**src/hdl/iou_pkg.sv**
```systemverilog
package iou_pkg;

    localparam int TableDepthDefault = 32;
    localparam int IdLimitDefault    = 250;

    localparam int CoordW = 12;
    localparam int ClassW = 7;
    localparam int IdW    = 8;
    localparam int CountW = 8;

    localparam logic [7:0] ThresholdReset = 8'd77;
    localparam logic [7:0] MaxLostReset   = 8'd30;

    // configuration register indexes
    localparam logic [0:0] RegThreshold = 1'b0;
    localparam logic [0:0] RegMaxLost   = 1'b1;

    // controller -> datapath
    typedef struct packed {
        logic load;      // capture the input item
        logic scan;      // read the entry at the scan index
        logic eval;      // compare the entry fetched in the previous cycle
        logic clear_idx; // restart the scan index
        logic advance;   // step the scan index
        logic age;       // apply end-of-frame aging to the fetched entry
        logic commit;    // write match or new entry and build the result
        logic id_scan;   // test one recycled ID slot, step past a miss
    } t_cmd;

    // datapath -> controller
    typedef struct packed {
        logic scan_last;
        logic id_hit;
        logic id_last;
        logic mode;
        logic found;
        logic full;
    } t_status;

endpackage

```
**src/hdl/iou_ctrl.sv**
```systemverilog
module iou_ctrl (
    input  logic            i_clk,
    input  logic            i_rst_n,
    input  logic            i_valid,
    output logic            o_ready,
    output logic            o_valid,
    input  logic            i_ready,
    input  iou_pkg::t_status i_status,
    output iou_pkg::t_cmd   o_cmd
);

    localparam logic [2:0] StIdle   = 3'd0;
    localparam logic [2:0] StScan   = 3'd1;
    localparam logic [2:0] StDrain  = 3'd2;
    localparam logic [2:0] StIdSrc  = 3'd3;
    localparam logic [2:0] StDone   = 3'd4;
    localparam logic [2:0] StOut    = 3'd5;
    localparam logic [2:0] StSettle = 3'd6;

    logic [2:0] r_state, n_state;
    logic       r_ovalid, n_ovalid;
    logic       r_prev_scan;

    assign o_valid = r_ovalid;
    assign o_ready = (r_state == StIdle) && !r_ovalid;

    always_comb begin
        n_state  = r_state;
        n_ovalid = r_ovalid;
        o_cmd    = '0;
        if (r_ovalid && i_ready) begin
            n_ovalid = 1'b0;
        end
        case (r_state)
            StIdle: begin
                if (i_valid && o_ready) begin
                    o_cmd.load      = 1'b1;
                    o_cmd.clear_idx = 1'b1;
                    n_state         = StScan;
                end
            end
            StScan: begin
                o_cmd.scan    = 1'b1;
                o_cmd.advance = 1'b1;
                if (i_status.scan_last) begin
                    n_state = StDrain;
                end
            end
            StDrain: begin
                // last fetched entry is evaluated here
                if (i_status.mode) begin
                    n_state = StIdle;
                end else begin
                    n_state = StSettle;
                end
            end
            StSettle: begin
                // compare of the last entry lands here
                if (i_status.found || i_status.full) begin
                    n_state = StDone;
                end else begin
                    n_state = StIdSrc;
                end
            end
            StIdSrc: begin
                o_cmd.id_scan = 1'b1;
                if (i_status.id_hit || i_status.id_last) begin
                    n_state = StDone;
                end
            end
            StDone: begin
                o_cmd.commit = 1'b1;
                n_ovalid     = 1'b1;
                n_state      = StOut;
            end
            StOut: begin
                if (!r_ovalid || i_ready) begin
                    n_state = StIdle;
                end
            end
            default: n_state = StIdle;
        endcase
        // the fetched entry is registered, so it lags the scan index
        if (r_state == StScan && r_prev_scan) begin
            o_cmd.eval = !i_status.mode;
            o_cmd.age  = i_status.mode;
        end
        if (r_state == StDrain) begin
            o_cmd.eval = !i_status.mode;
            o_cmd.age  = i_status.mode;
        end
    end

    always_ff @(posedge i_clk) begin
        if (!i_rst_n) begin
            r_state     <= StIdle;
            r_ovalid    <= 1'b0;
            r_prev_scan <= 1'b0;
        end else begin
            r_state     <= n_state;
            r_ovalid    <= n_ovalid;
            r_prev_scan <= (r_state == StScan);
        end
    end

    a_out_only_after_done: assert property (@(posedge i_clk) disable iff (!i_rst_n)
        $rose(r_ovalid) |-> $past(r_state) == StDone)
        else $error("result raised outside commit");
    a_no_accept_busy: assert property (@(posedge i_clk) disable iff (!i_rst_n)
        o_ready |-> r_state == StIdle)
        else $error("ready while busy");
    a_commit_once: assert property (@(posedge i_clk) disable iff (!i_rst_n)
        o_cmd.commit |=> !o_cmd.commit)
        else $error("double commit");

endmodule

```
**config.mk**
```make
export PLATFORM = sky130hd
export DESIGN_NAME = iou_ctrl
export DESIGN_NICKNAME = d
export VERILOG_FILES = /design/src/hdl/iou_pkg.sv /design/src/hdl/iou_ctrl.sv
export SDC_FILE = /design/constraint.sdc
export NUM_CORES = 1
export LEC_CHECK = 0
export ABC_AREA = 1
export BUFFER_PORTS_ARGS = -buffer_cell sky130_fd_sc_hd__buf_2
export CAP_MARGIN = 0
export CORE_AREA = 8 8 45 47
export CTS_BUF_LIST = sky130_fd_sc_hd__clkbuf_8
export CTS_CLUSTER_SIZE = 10
export DETAILED_ROUTE_END_ITERATION = 16
export DIE_AREA = 0 0 53 55
export PLACE_DENSITY = 0.6
export SYNTH_ARGS = -nofsm -noshare
export SYNTH_HDL_FRONTEND = slang
export SYNTH_SLANG_ARGS = --single-unit
export TNS_END_PERCENT = 50
```
**constraint.sdc**
```tcl
create_clock -name i_clk -period 1.1 [get_ports i_clk]
set_clock_uncertainty 0.2 [all_clocks]
set_input_delay 0.22 -clock i_clk [delete_from_list [all_inputs] [get_ports i_clk]]
set_output_delay 0.22 -clock i_clk [all_outputs]
set_load 0.005 [all_outputs]
```
==> summary.txt, run 1 <==
Vias per cell - 4.49
Yosys warning total - 0
Post-synth ARST share - 0
Largest net degree at the start of global routing - 7
Placed cell areas - 582 µm²
Cts bufs inserted - 3
Final core utilization - 0.602
Max Root-Sink Buffers - 2
Total I/O pin count - 20
WS Path Type - flop to output port
Leakage - 0.000464 µW
Crit end category - output port
Flops & latches, synth - 5
Hold Vio Cnt, Final - 0
Final worst-path setup slack - -0.514 ns
Failing checks - negative setup slack
# DRC - 0
Fmax achieved - 0.620 GHz
Mapped Area - 418 µm²
Vias in the first global route - 622
Share of the synthesized area in the top cell type - 0.240
Final slew viol count - 0
Initial core utilization - 0.302
Share of layout cells above drive strength 1 - 0.648
Core ar. - 0.00138 mm²
Switching part of the total - 0.391
Post-synth EDFFs - 0
Tmin final - 1.61 ns
Sequential share of the synthesized area - 0.240
All-Layer GR Usage - 0.114
Critical Path AT - 1.19 ns
Seq pwr share - 0.158
Hold buffers post-CTS - 0
Gate Count Post-Synth - 67
HPWL after detailed placement - 947 µm
Unrepaired setup endpoints after global routing - yes
Number of DRC markers in iteration 0 - 4
Filler cells - 128
Power Internal - 1290 µW
Post-synth top flop - dfxtp_1
Peak supply drop - 1.45 mV
Max-slew headroom - 0.894
Post-Route WL - 1530 µm
Synth top area cells - dfxtp_1 (24%), nor2_1 (15%), nand2_1 (9.0%)
Clk pwr share - 0.154
Initial antenna violation count - 0
Layout area overhead - 99.4%
# diodes - 0
Tcrit/Tclk final - 1.47
First-pass GRT wire length - 2480 µm
Max Cap Viol - 0
Nets - 119
Via count - 557
Die ar. - 0.00292 mm²
Crit path launch type - flop
Final Hold Slack - 0.0445 ns
Leading area contributor after synthesis - dfxtp_1
Skew-Pair Late Insertion Delay - 0.22 ns
GRT Residual Overflow - 0
Combinational share of power - 0.688
Synth cell types - 20
Status - complete, but fails checks
Net Count, Synth - 77
Pwr Density - 2540 mW/mm²
Total power - 2120 µW
Final instance area - 833 µm²
Clk root buf - clkbuf_8
ANT nets after route - 0
Number of port buffers - 19
Worst Tran Pin Value - 0.157 ns
Die X - 53 µm
Mean post-synth cell area - 6.24 µm²
RD Place Congestion - 0.762
CTS tree - done
Critical path required time - 0.68 ns
Hold path cells - 3
Final setup vio count - 15
Top fanout value on the critical path - 3
Hold/Removal Path Class - primary input to flop
Average wire per standard cell - 12.4 µm
Htree depth - 1
Net Switching - 828 µW
Die H - 55 µm
Pre-CTS setup slack - -0.306 ns
DRT Pass-1 Iters - 3
Rows - 14
Clk pin slew, worst setup/hold paths - 0.03 ns
R2r worst-path depth - 9
Clock sink total - 5
[what timing repair did]
item / in CTS / in global routing
setup endpoints to repair: 14 / 15
pin swaps: 7 / 7
buffers inserted: 12 / 3
resized for setup: 16 / 11
cloned: 0 / 0
[registers in the layout, summed over array words and instances (netlist names)]
signal       flops
o_valid          1
r_state          3
r_prev_scan      1
[cell type report]
type / instances / area, µm² / area share
multi-input cells: 47 / 299 / 0.359
clock inverters: 1 / 3.75 / 0.00450
inverters: 10 / 42.5 / 0.0511
flip-flops and latches: 5 / 108 / 0.129
clock buffers: 3 / 41.3 / 0.0495
repair buffers: 42 / 319 / 0.383
well taps: 16 / 20.0 / 0.0240
[layout by cell type, fill, tap and decap left out, types with 2 or more instances in the layout]
cell       n
buf_4     16
buf_2     15
nor2_1    14
buf_6     11
nand2_1    8
inv_1      6
nor2_4     4
nand2_4    3
inv_2      3
nor2_2     3
clkbuf_8   3
dfxtp_2    3
inv_4      2
nand2_2    2
nand3_1    2
nand4_1    2
o21ai_0    2
[worst paths after layout]
check / slack (ns) / startpoint / end
max: -0.51 / r_state[1] / o_cmd[6]
min: 0.04 / i_rst_n / r_state[2]
max reg2reg: -0.45 / r_state[1] / r_prev_scan
min reg2reg: 0.48 / o_valid / o_valid
[kinds of logic after synthesis]
| family | synth area share |
|---|---|
| and+or+nand+nor | 0.479 |
| buffers and inverters | 0.189 |
| AOI/OAI and AO/OA | 0.0928 |
| DFF | 0.240 |
[Yosys cell counts, types with 2 or more instances]
| cell | n |
|---|---|
| nor2_1 | 17 |
| nand2_1 | 10 |
| inv_1 | 6 |
| dfxtp_1 | 5 |
| buf_4 | 4 |
| inv_2 | 4 |
| nand2_2 | 3 |
| nor2_2 | 3 |
| nand3_1 | 2 |
| nand4_1 | 2 |
| o21ai_0 | 2 |
[routing by layer]
layer | vias up | track usage | part of all wire
li1 | 284 | - | -
met1 | 258 | 0.107 | 0.39
met2 | 11 | 0.211 | 0.55
met3 | 4 | 0.0321 | 0.044
met4 | 0 | 0.0776 | 0.016
met5 | - | 0 | 0
[power by group through the flow]
stage	Combinational, µW	Sequential [µW]	Clock [µW]
after global routing	1580	342	354
after CTS	1290	324	337
after floorplan	589	297	0
final	1460	334	325
after global placement	843	315	0
after detailed placement	854	316	0
[stage by stage]
step / setup TNS, ns / instances
floorplan: -1.26 / 67
global placement: -2.85 / 106
global route: -7.13 / 124
detailed placement: -3.07 / 106
finish: -6.22 / 124
CTS: -5.56 / 122
[critical path, stage by stage (launching register included)]
cell,delay [ns]
dfxtp_2,0.33
buf_6,0.12
nor2_4,0.11
nand2_2,0.07
inv_2,0.06
buf_4,0.10
buf_6,0.09
buf_6,0.09
Power figures use the tool's default switching activity.
==> run 2, diff against run 1 <==
--- a/config.mk
+++ b/config.mk
@@ -6,14 +6,14 @@
 export NUM_CORES = 1
 export LEC_CHECK = 0
 export ABC_AREA = 1
-export BUFFER_PORTS_ARGS = -buffer_cell sky130_fd_sc_hd__buf_2
 export CAP_MARGIN = 0
 export CORE_AREA = 8 8 45 47
 export CTS_BUF_LIST = sky130_fd_sc_hd__clkbuf_8
 export CTS_CLUSTER_SIZE = 10
 export DETAILED_ROUTE_END_ITERATION = 16
 export DIE_AREA = 0 0 53 55
-export PLACE_DENSITY = 0.6
+export DONT_BUFFER_PORTS = 1
+export PLACE_DENSITY = 0.47
 export SYNTH_ARGS = -nofsm -noshare
 export SYNTH_HDL_FRONTEND = slang
 export SYNTH_SLANG_ARGS = --single-unit
==> summary.txt, run 2 (synthesized netlist as in run 1, its figures left out) <==
Status - complete, but fails checks
Failing checks - negative setup slack
Tcrit/Tclk final - 1.37 (-0.102)
Worst-path cell chain - nor2_4 -> nand2_4 -> nor3_4 -> buf_6
Clk root buf - clkbuf_8
Rows - 14 (unchanged)
ANT nets after route - 0 (unchanged)
Leakage - 0.000338 µW (-27%)
Peak supply drop - 1.38 mV (-4.7%)
Fmax achieved - 0.666 GHz (+7.5%)
Core ar. - 0.00138 mm² (unchanged)
Die X - 53 µm (unchanged)
Unrepaired setup endpoints after global routing - yes
Placed cell areas - 497 µm² (-15%)
R2r worst-path depth - 8 (-1)
CP peak stage delay - 0.37 ns (+0.04 ns)
Seq pwr share - 0.199 (+0.041)
Share of layout cells above drive strength 1 - 0.519 (-0.130)
Crit path launch type - flop
Worst Tran Pin Value - 0.164 ns (+0.00696 ns)
Clock sink total - 5 (unchanged)
Clk pwr share - 0.195 (+0.041)
Reg2reg setup slack - -0.31 ns (+0.14 ns)
Critical path required time - 0.68 ns (about the same)
Max Cap Viol - 0 (unchanged)
CTS tree - done
Vias in the first global route - 472 (-24%)
Final worst-path setup slack - -0.402 ns (+0.112 ns)
Final core utilization - 0.484 (-0.118)
Final instance area - 669 µm² (-20%)
First-pass GRT wire length - 1980 µm (-20%)
Initial core utilization - 0.302 (unchanged)
Combinational share of power - 0.606 (-0.082)
Switching part of the total - 0.414 (+0.0233)
Total I/O pin count - 20 (unchanged)
Most frequent cells in the layout - nor2_1 (14), buf_4 (9), nand2_1 (8), inv_1 (6), nor2_4 (5)
Max-slew headroom - 0.890 (-0.00389)
Crit end category - output port
CP max stage cell - dfxtp_4
Clk pin slew, worst setup/hold paths - 0.03 ns (about the same)
# diodes - 0 (unchanged)
Hold path cells - 3 (unchanged)
Number of DRC markers in iteration 0 - 2 (-2)
Largest net degree at the start of global routing - 8 (+1)
Die H - 55 µm (unchanged)
Hold Path End - o_valid
WS Path Type - flop to output port
Hold Vio Cnt, Final - 0 (unchanged)
GRT Residual Overflow - 0 (unchanged)
RD Place Congestion - 0.695 (-8.8%)
Largest Register - r_state
Reg-to-reg endpoint - r_prev_scan
Final Hold Slack - 0.0298 ns (-0.0148 ns)
DRT Pass-1 Iters - 2 (-1)
RR Startpoint - r_state[0]
Post-Route WL - 1170 µm (-24%)
Power Internal - 1030 µW (-20%)
Average wire per standard cell - 12.1 µm (-2.2%)
Nets - 92 (-23%)
# DRC - 0 (unchanged)
Number of flip-flops in the largest register - 3 (unchanged)
Top fanout value on the critical path - 7 (+4)
Pwr Density - 2620 mW/mm² (+2.9%)
Layout area overhead - 60.2%
Min-delay src - i_ready
Cts bufs inserted - 3 (unchanged)
Most common cell after layout, fill and taps aside - nor2_1
All-Layer GR Usage - 0.0946 (-0.0191)
Final setup vio count - 13 (-2)
Max Root-Sink Buffers - 2 (unchanged)
Initial antenna violation count - 0 (unchanged)
Critical Path AT - 1.08 ns (-0.11 ns)
Net Switching - 725 µW (-12%)
Number of port buffers - 0 (-19)
Hold/Removal Path Class - primary input to flop
Htree depth - 1 (unchanged)
HPWL after detailed placement - 848 µm (-10%)
Final slew viol count - 0 (unchanged)
Tmin final - 1.50 ns (-0.112 ns)
Skew-Pair Late Insertion Delay - 0.23 ns (about the same)
Via count - 447 (-20%)
Die ar. - 0.00292 mm² (unchanged)
Vias per cell - 4.61 (+2.6%)
==> run 2: power groups by stage <==
stage | Combinational, µW | Clock, µW | Sequential [µW]
2_1_floorplan | 589 | 0 | 297
3_3_place_gp | 755 | 0 | 318
3_5_place_dp | 760 | 0 | 318
4_1_cts | 960 | 352 | 339
5_1_grt | 1170 | 362 | 358
6_report | 1060 | 342 | 349
==> run 2: stage by stage <==
step           setup WS [ns]  cells  power, µW  TNS (ns)
3_3_place_gp          -0.281     85       1070     -2.47
4_1_cts               -0.435     95       1650     -4.30
2_1_floorplan         -0.207     67        887     -1.26
5_1_grt               -0.452     97       1890     -4.90
6_report              -0.402     97       1750     -4.10
3_5_place_dp          -0.291     85       1080     -2.49
==> run 2: timing repair <==
item / CTS / global route
pin swaps: 6 / 6
buffers inserted: 6 / 2
setup endpoints to repair: 15 / 15
gates resized for setup: 14 / 9
hold buffers: 1 / 0
hold endpoints to repair: 5 / 0
==> run 2: worst max-delay path by stage <==
stage | slack (ns) | start | end | depth (start not counted)
2_1_floorplan | -0.21 | r_state[1] | o_cmd[7] | 5
3_3_place_gp | -0.28 | r_state[2] | r_state[1] | 9
3_5_place_dp | -0.29 | r_state[2] | r_state[1] | 9
4_1_cts | -0.44 | r_state[1] | o_cmd[7] | 4
5_1_grt | -0.45 | r_state[1] | o_cmd[7] | 4
6_report | -0.40 | r_state[1] | o_cmd[7] | 4
==> run 2: worst max-delay path, delay by kind of cell (launching register included) <==
family        cells  cell delay (ns)
flops             1             0.37
simple gates      3             0.35
buf+inv           1             0.13
==> run 2: layer usage <==
metal  global-route usage  wire [µm]  up-vias
li1                     -          -      230
met1               0.0928        453      200
met2                0.152        572       14
met3               0.0508        122        3
met4               0.0647         25        0
met5                    0          0        -
==> run 2: cell type report <==
cell class | instances | area (µm²)
repair buffers | 15 | 143
clock inverters | 1 | 3.75
multi-input cells | 47 | 307
inverters | 10 | 45.0
fillers | 152 | 714
well taps | 16 | 20.0
flip-flops and latches | 5 | 110
clock buffers | 3 | 41.3
==> run 3, diff against run 2 <==
--- a/config.mk
+++ b/config.mk
@@ -5,15 +5,14 @@
 export SDC_FILE = /design/constraint.sdc
 export NUM_CORES = 1
 export LEC_CHECK = 0
-export ABC_AREA = 1
-export CAP_MARGIN = 0
 export CORE_AREA = 8 8 45 47
 export CTS_BUF_LIST = sky130_fd_sc_hd__clkbuf_8
 export CTS_CLUSTER_SIZE = 10
 export DETAILED_ROUTE_END_ITERATION = 16
 export DIE_AREA = 0 0 53 55
 export DONT_BUFFER_PORTS = 1
-export PLACE_DENSITY = 0.47
+export PLACE_DENSITY = 0.45
+export SKIP_LAST_GASP = 1
 export SYNTH_ARGS = -nofsm -noshare
 export SYNTH_HDL_FRONTEND = slang
 export SYNTH_SLANG_ARGS = --single-unit
==> summary.txt, run 3 <==
Combinational family with the most area after synthesis - simple AND/OR/NAND/NOR gates
All-Layer GR Usage - 0.0935 (-0.00104)
CP top delay family - simple AND/OR/NAND/NOR gates
Multiplexer share of the synthesized area - 0.0249 (+0.0249)
Gate Count Post-Synth - 48 (-28%)
Clk root buf - clkbuf_8
Max Cap Viol - 0 (unchanged)
Die ar. - 0.00292 mm² (unchanged)
CP max stage cell - or3_4
Clk pin slew, worst setup/hold paths - 0.04 ns (about the same)
Share of layout cells above drive strength 1 - 0.581 (+0.0621)
First-pass GRT wire length - 1900 µm (-3.8%)
Initial antenna violation count - 0 (unchanged)
ANT nets after route - 0 (unchanged)
# diodes - 0 (unchanged)
Most common library cells after synthesis - dfxtp_1 (5), nor2_1 (5), buf_4 (4), nand2_1 (4)
Final core utilization - 0.464 (-0.0199)
Largest Register - r_state
Mapped Area - 402 µm² (-3.9%)
Vias per cell - 5.21 (+13%)
Synth cell types - 26 (+30%)
Critical Path AT - 1.15 ns (+0.07 ns)
Cts bufs inserted - 3 (unchanged)
Flops & latches, synth - 5 (unchanged)
HPWL after detailed placement - 952 µm (+12%)
Top fanout value on the critical path - 4 (-3)
XOR/XNOR Fraction of Synth Area - 0 (unchanged)
CP peak stage delay - 0.35 ns (-0.02 ns)
Failing checks - negative setup slack
Nets - 73 (-21%)
Adder-cell share of the synthesized area - 0 (unchanged)
Tmin final - 1.57 ns (+0.0723 ns)
Die H - 55 µm (unchanged)
Worst Tran Pin Value - 0.255 ns (+0.0905 ns)
Final slew viol count - 0 (unchanged)
Status - complete, but fails checks
Worst-path cell chain - buf_4 -> or3_4 -> nor2_4
Synth Area in Simple Gates - 0.399 (-0.0803)
Via count - 406 (-9.2%)
Average wire per standard cell - 16.1 µm (+33%)
CTS tree - done
Largest net degree at the start of global routing - 7 (-1)
Number of port buffers - 0 (unchanged)
Total I/O pin count - 20 (unchanged)
Initial core utilization - 0.290 (-0.0118)
Vias in the first global route - 424 (-10%)
Leakage - 0.000286 µW (-15%)
Inst Count DP - 69 (-19%)
Synth top area cells - dfxtp_1 (25%), buf_4 (7.5%), o211a_1 (5.0%)
Skew-Pair Late Insertion Delay - 0.22 ns (about the same)
Post-synth top flop - dfxtp_1
Setup TNS - -5.23 ns (-1.13 ns)
Max-slew headroom - 0.830 (-0.0602)
Number of DRC markers in iteration 0 - 2 (unchanged)
Final Non-Filler Cells - 78 (-20%)
Yosys warning total - 0 (unchanged)
Layout area overhead - 59.8%
Most frequent cells in the layout - buf_4 (10), nor2_1 (3), nand2_1 (3), a21oi_1 (3), clkbuf_8 (3)
Die X - 53 µm (unchanged)
Post-synth EDFFs - 0 (unchanged)
Fmax achieved - 0.635 GHz (-4.6%)
Sequential share of the synthesized area - 0.249 (+0.00970)
Total power - 887 µW (-49%)
Pwr Density - 1380 mW/mm² (-47%)
DRT Pass-1 Iters - 5 (+3)
GRT Residual Overflow - 0 (unchanged)
Unrepaired setup endpoints after global routing - yes
Core ar. - 0.00138 mm² (unchanged)
Crit end category - output port
Net Count, Synth - 58 (-25%)
Critical path required time - 0.68 ns (about the same)
Htree depth - 1 (unchanged)
Leading area contributor after synthesis - dfxtp_1
Hold Vio Cnt, Final - 0 (unchanged)
Peak supply drop - 1.13 mV (-18%)
Post-synth ARST share - 0 (unchanged)
RD Place Congestion - 0.852 (+23%)
Final setup vio count - 14 (+1)
Tcrit/Tclk final - 1.43 (+0.0657)
WP buf/inv - 1 (unchanged)
Area fraction in compound gates after synthesis - 0.206 (+0.113)
Post-Route WL - 1260 µm (+7.0%)
Hold/Removal Path Class - primary input to flop
Clock sink total - 5 (unchanged)
WS Path Type - flop to output port
# DRC - 0 (unchanged)
Share of the synthesized area in the top cell type - 0.249 (+0.00970)
Most common cell after layout, fill and taps aside - buf_4
Mean post-synth cell area - 8.37 µm² (+34%)
Number of flip-flops in the largest register - 3 (unchanged)
Rows - 14 (unchanged)
Max Root-Sink Buffers - 2 (unchanged)
Final worst-path setup slack - -0.474 ns (-0.0723 ns)
Crit path launch type - flop
[run 3: changes by cell type after synthesis, moves of 3 or more]
cell / before / now
nand2b_1: 0 / 3
nand2_2: 3 / 0
nor2_2: 3 / 0
inv_1: 6 / 1
nor2_1: 17 / 5
nand2_1: 10 / 4
inv_2: 4 / 1
[run 3: cell type report]
class | count | area, µm²
fillers | 138 | 742
inverters | 2 | 7.51
flip-flops and latches | 5 | 110
clock inverters | 1 | 3.75
multi-input cells | 36 | 312
well taps | 16 | 20.0
clock buffers | 3 | 41.3
repair buffers | 15 | 148
[run 3: routing by layer]
layer,global-route usage,up-vias,part of all wire
li1,-,192,-
met1,0.0823,189,0.32
met2,0.162,23,0.52
met3,0.0588,2,0.14
met4,0.0517,0,0.011
met5,0,-,0
[run 3: stage by stage]
step	setup WS, ns	cell area, µm²	hold WS (ns)
after floorplan	-0.332	435	0.137
after global placement	-0.348	498	0.144
after detailed placement	-0.384	498	0.147
after CTS	-0.491	634	0.0129
after global routing	-0.521	642	0.0109
final	-0.474	642	0.0157
[run 3: final timing paths]
check              from    endpoint  slack, ns  depth (start not counted)
max reg2reg  r_state[1]  r_state[2]      -0.38                          5
min             i_ready     o_valid       0.02                          2
max          r_state[0]    o_cmd[4]      -0.47                          3
min reg2reg     o_valid     o_valid       0.42                          2
[run 3: timing repair]
action / in CTS / in global routing
endpoints found under the hold margin: 5 / 0
resized for setup: 11 / 2
endpoints found under the setup margin: 14 / 15
pin swaps: 2 / 3
cloned: 0 / 0
setup buffers: 4 / 0
hold buffers: 1 / 0
[run 3: kinds of logic after synthesis]
| logic type | count (synthesis) |
|---|---|
| AO/OA/AOI/OAI | 11 |
| buffers and inverters | 7 |
| flip-flops | 5 |
| multiplexers | 1 |
| AND/OR/NAND/NOR | 24 |
[run 3: worst reg2reg max path, delay by kind of cell (launching register included)]
kind,cells,cell delay (ns)
buffers and inverters,1,0.14
flip-flops,1,0.39
multiplexers,1,0.12
AND/OR/NAND/NOR,3,0.51
[run 3: where the power goes]
part           total [µW]  switching (µW)  internal, µW
logic                 338             142           196
clock network         324            85.2           239
registers             226            23.4           202
total                 887             251           637
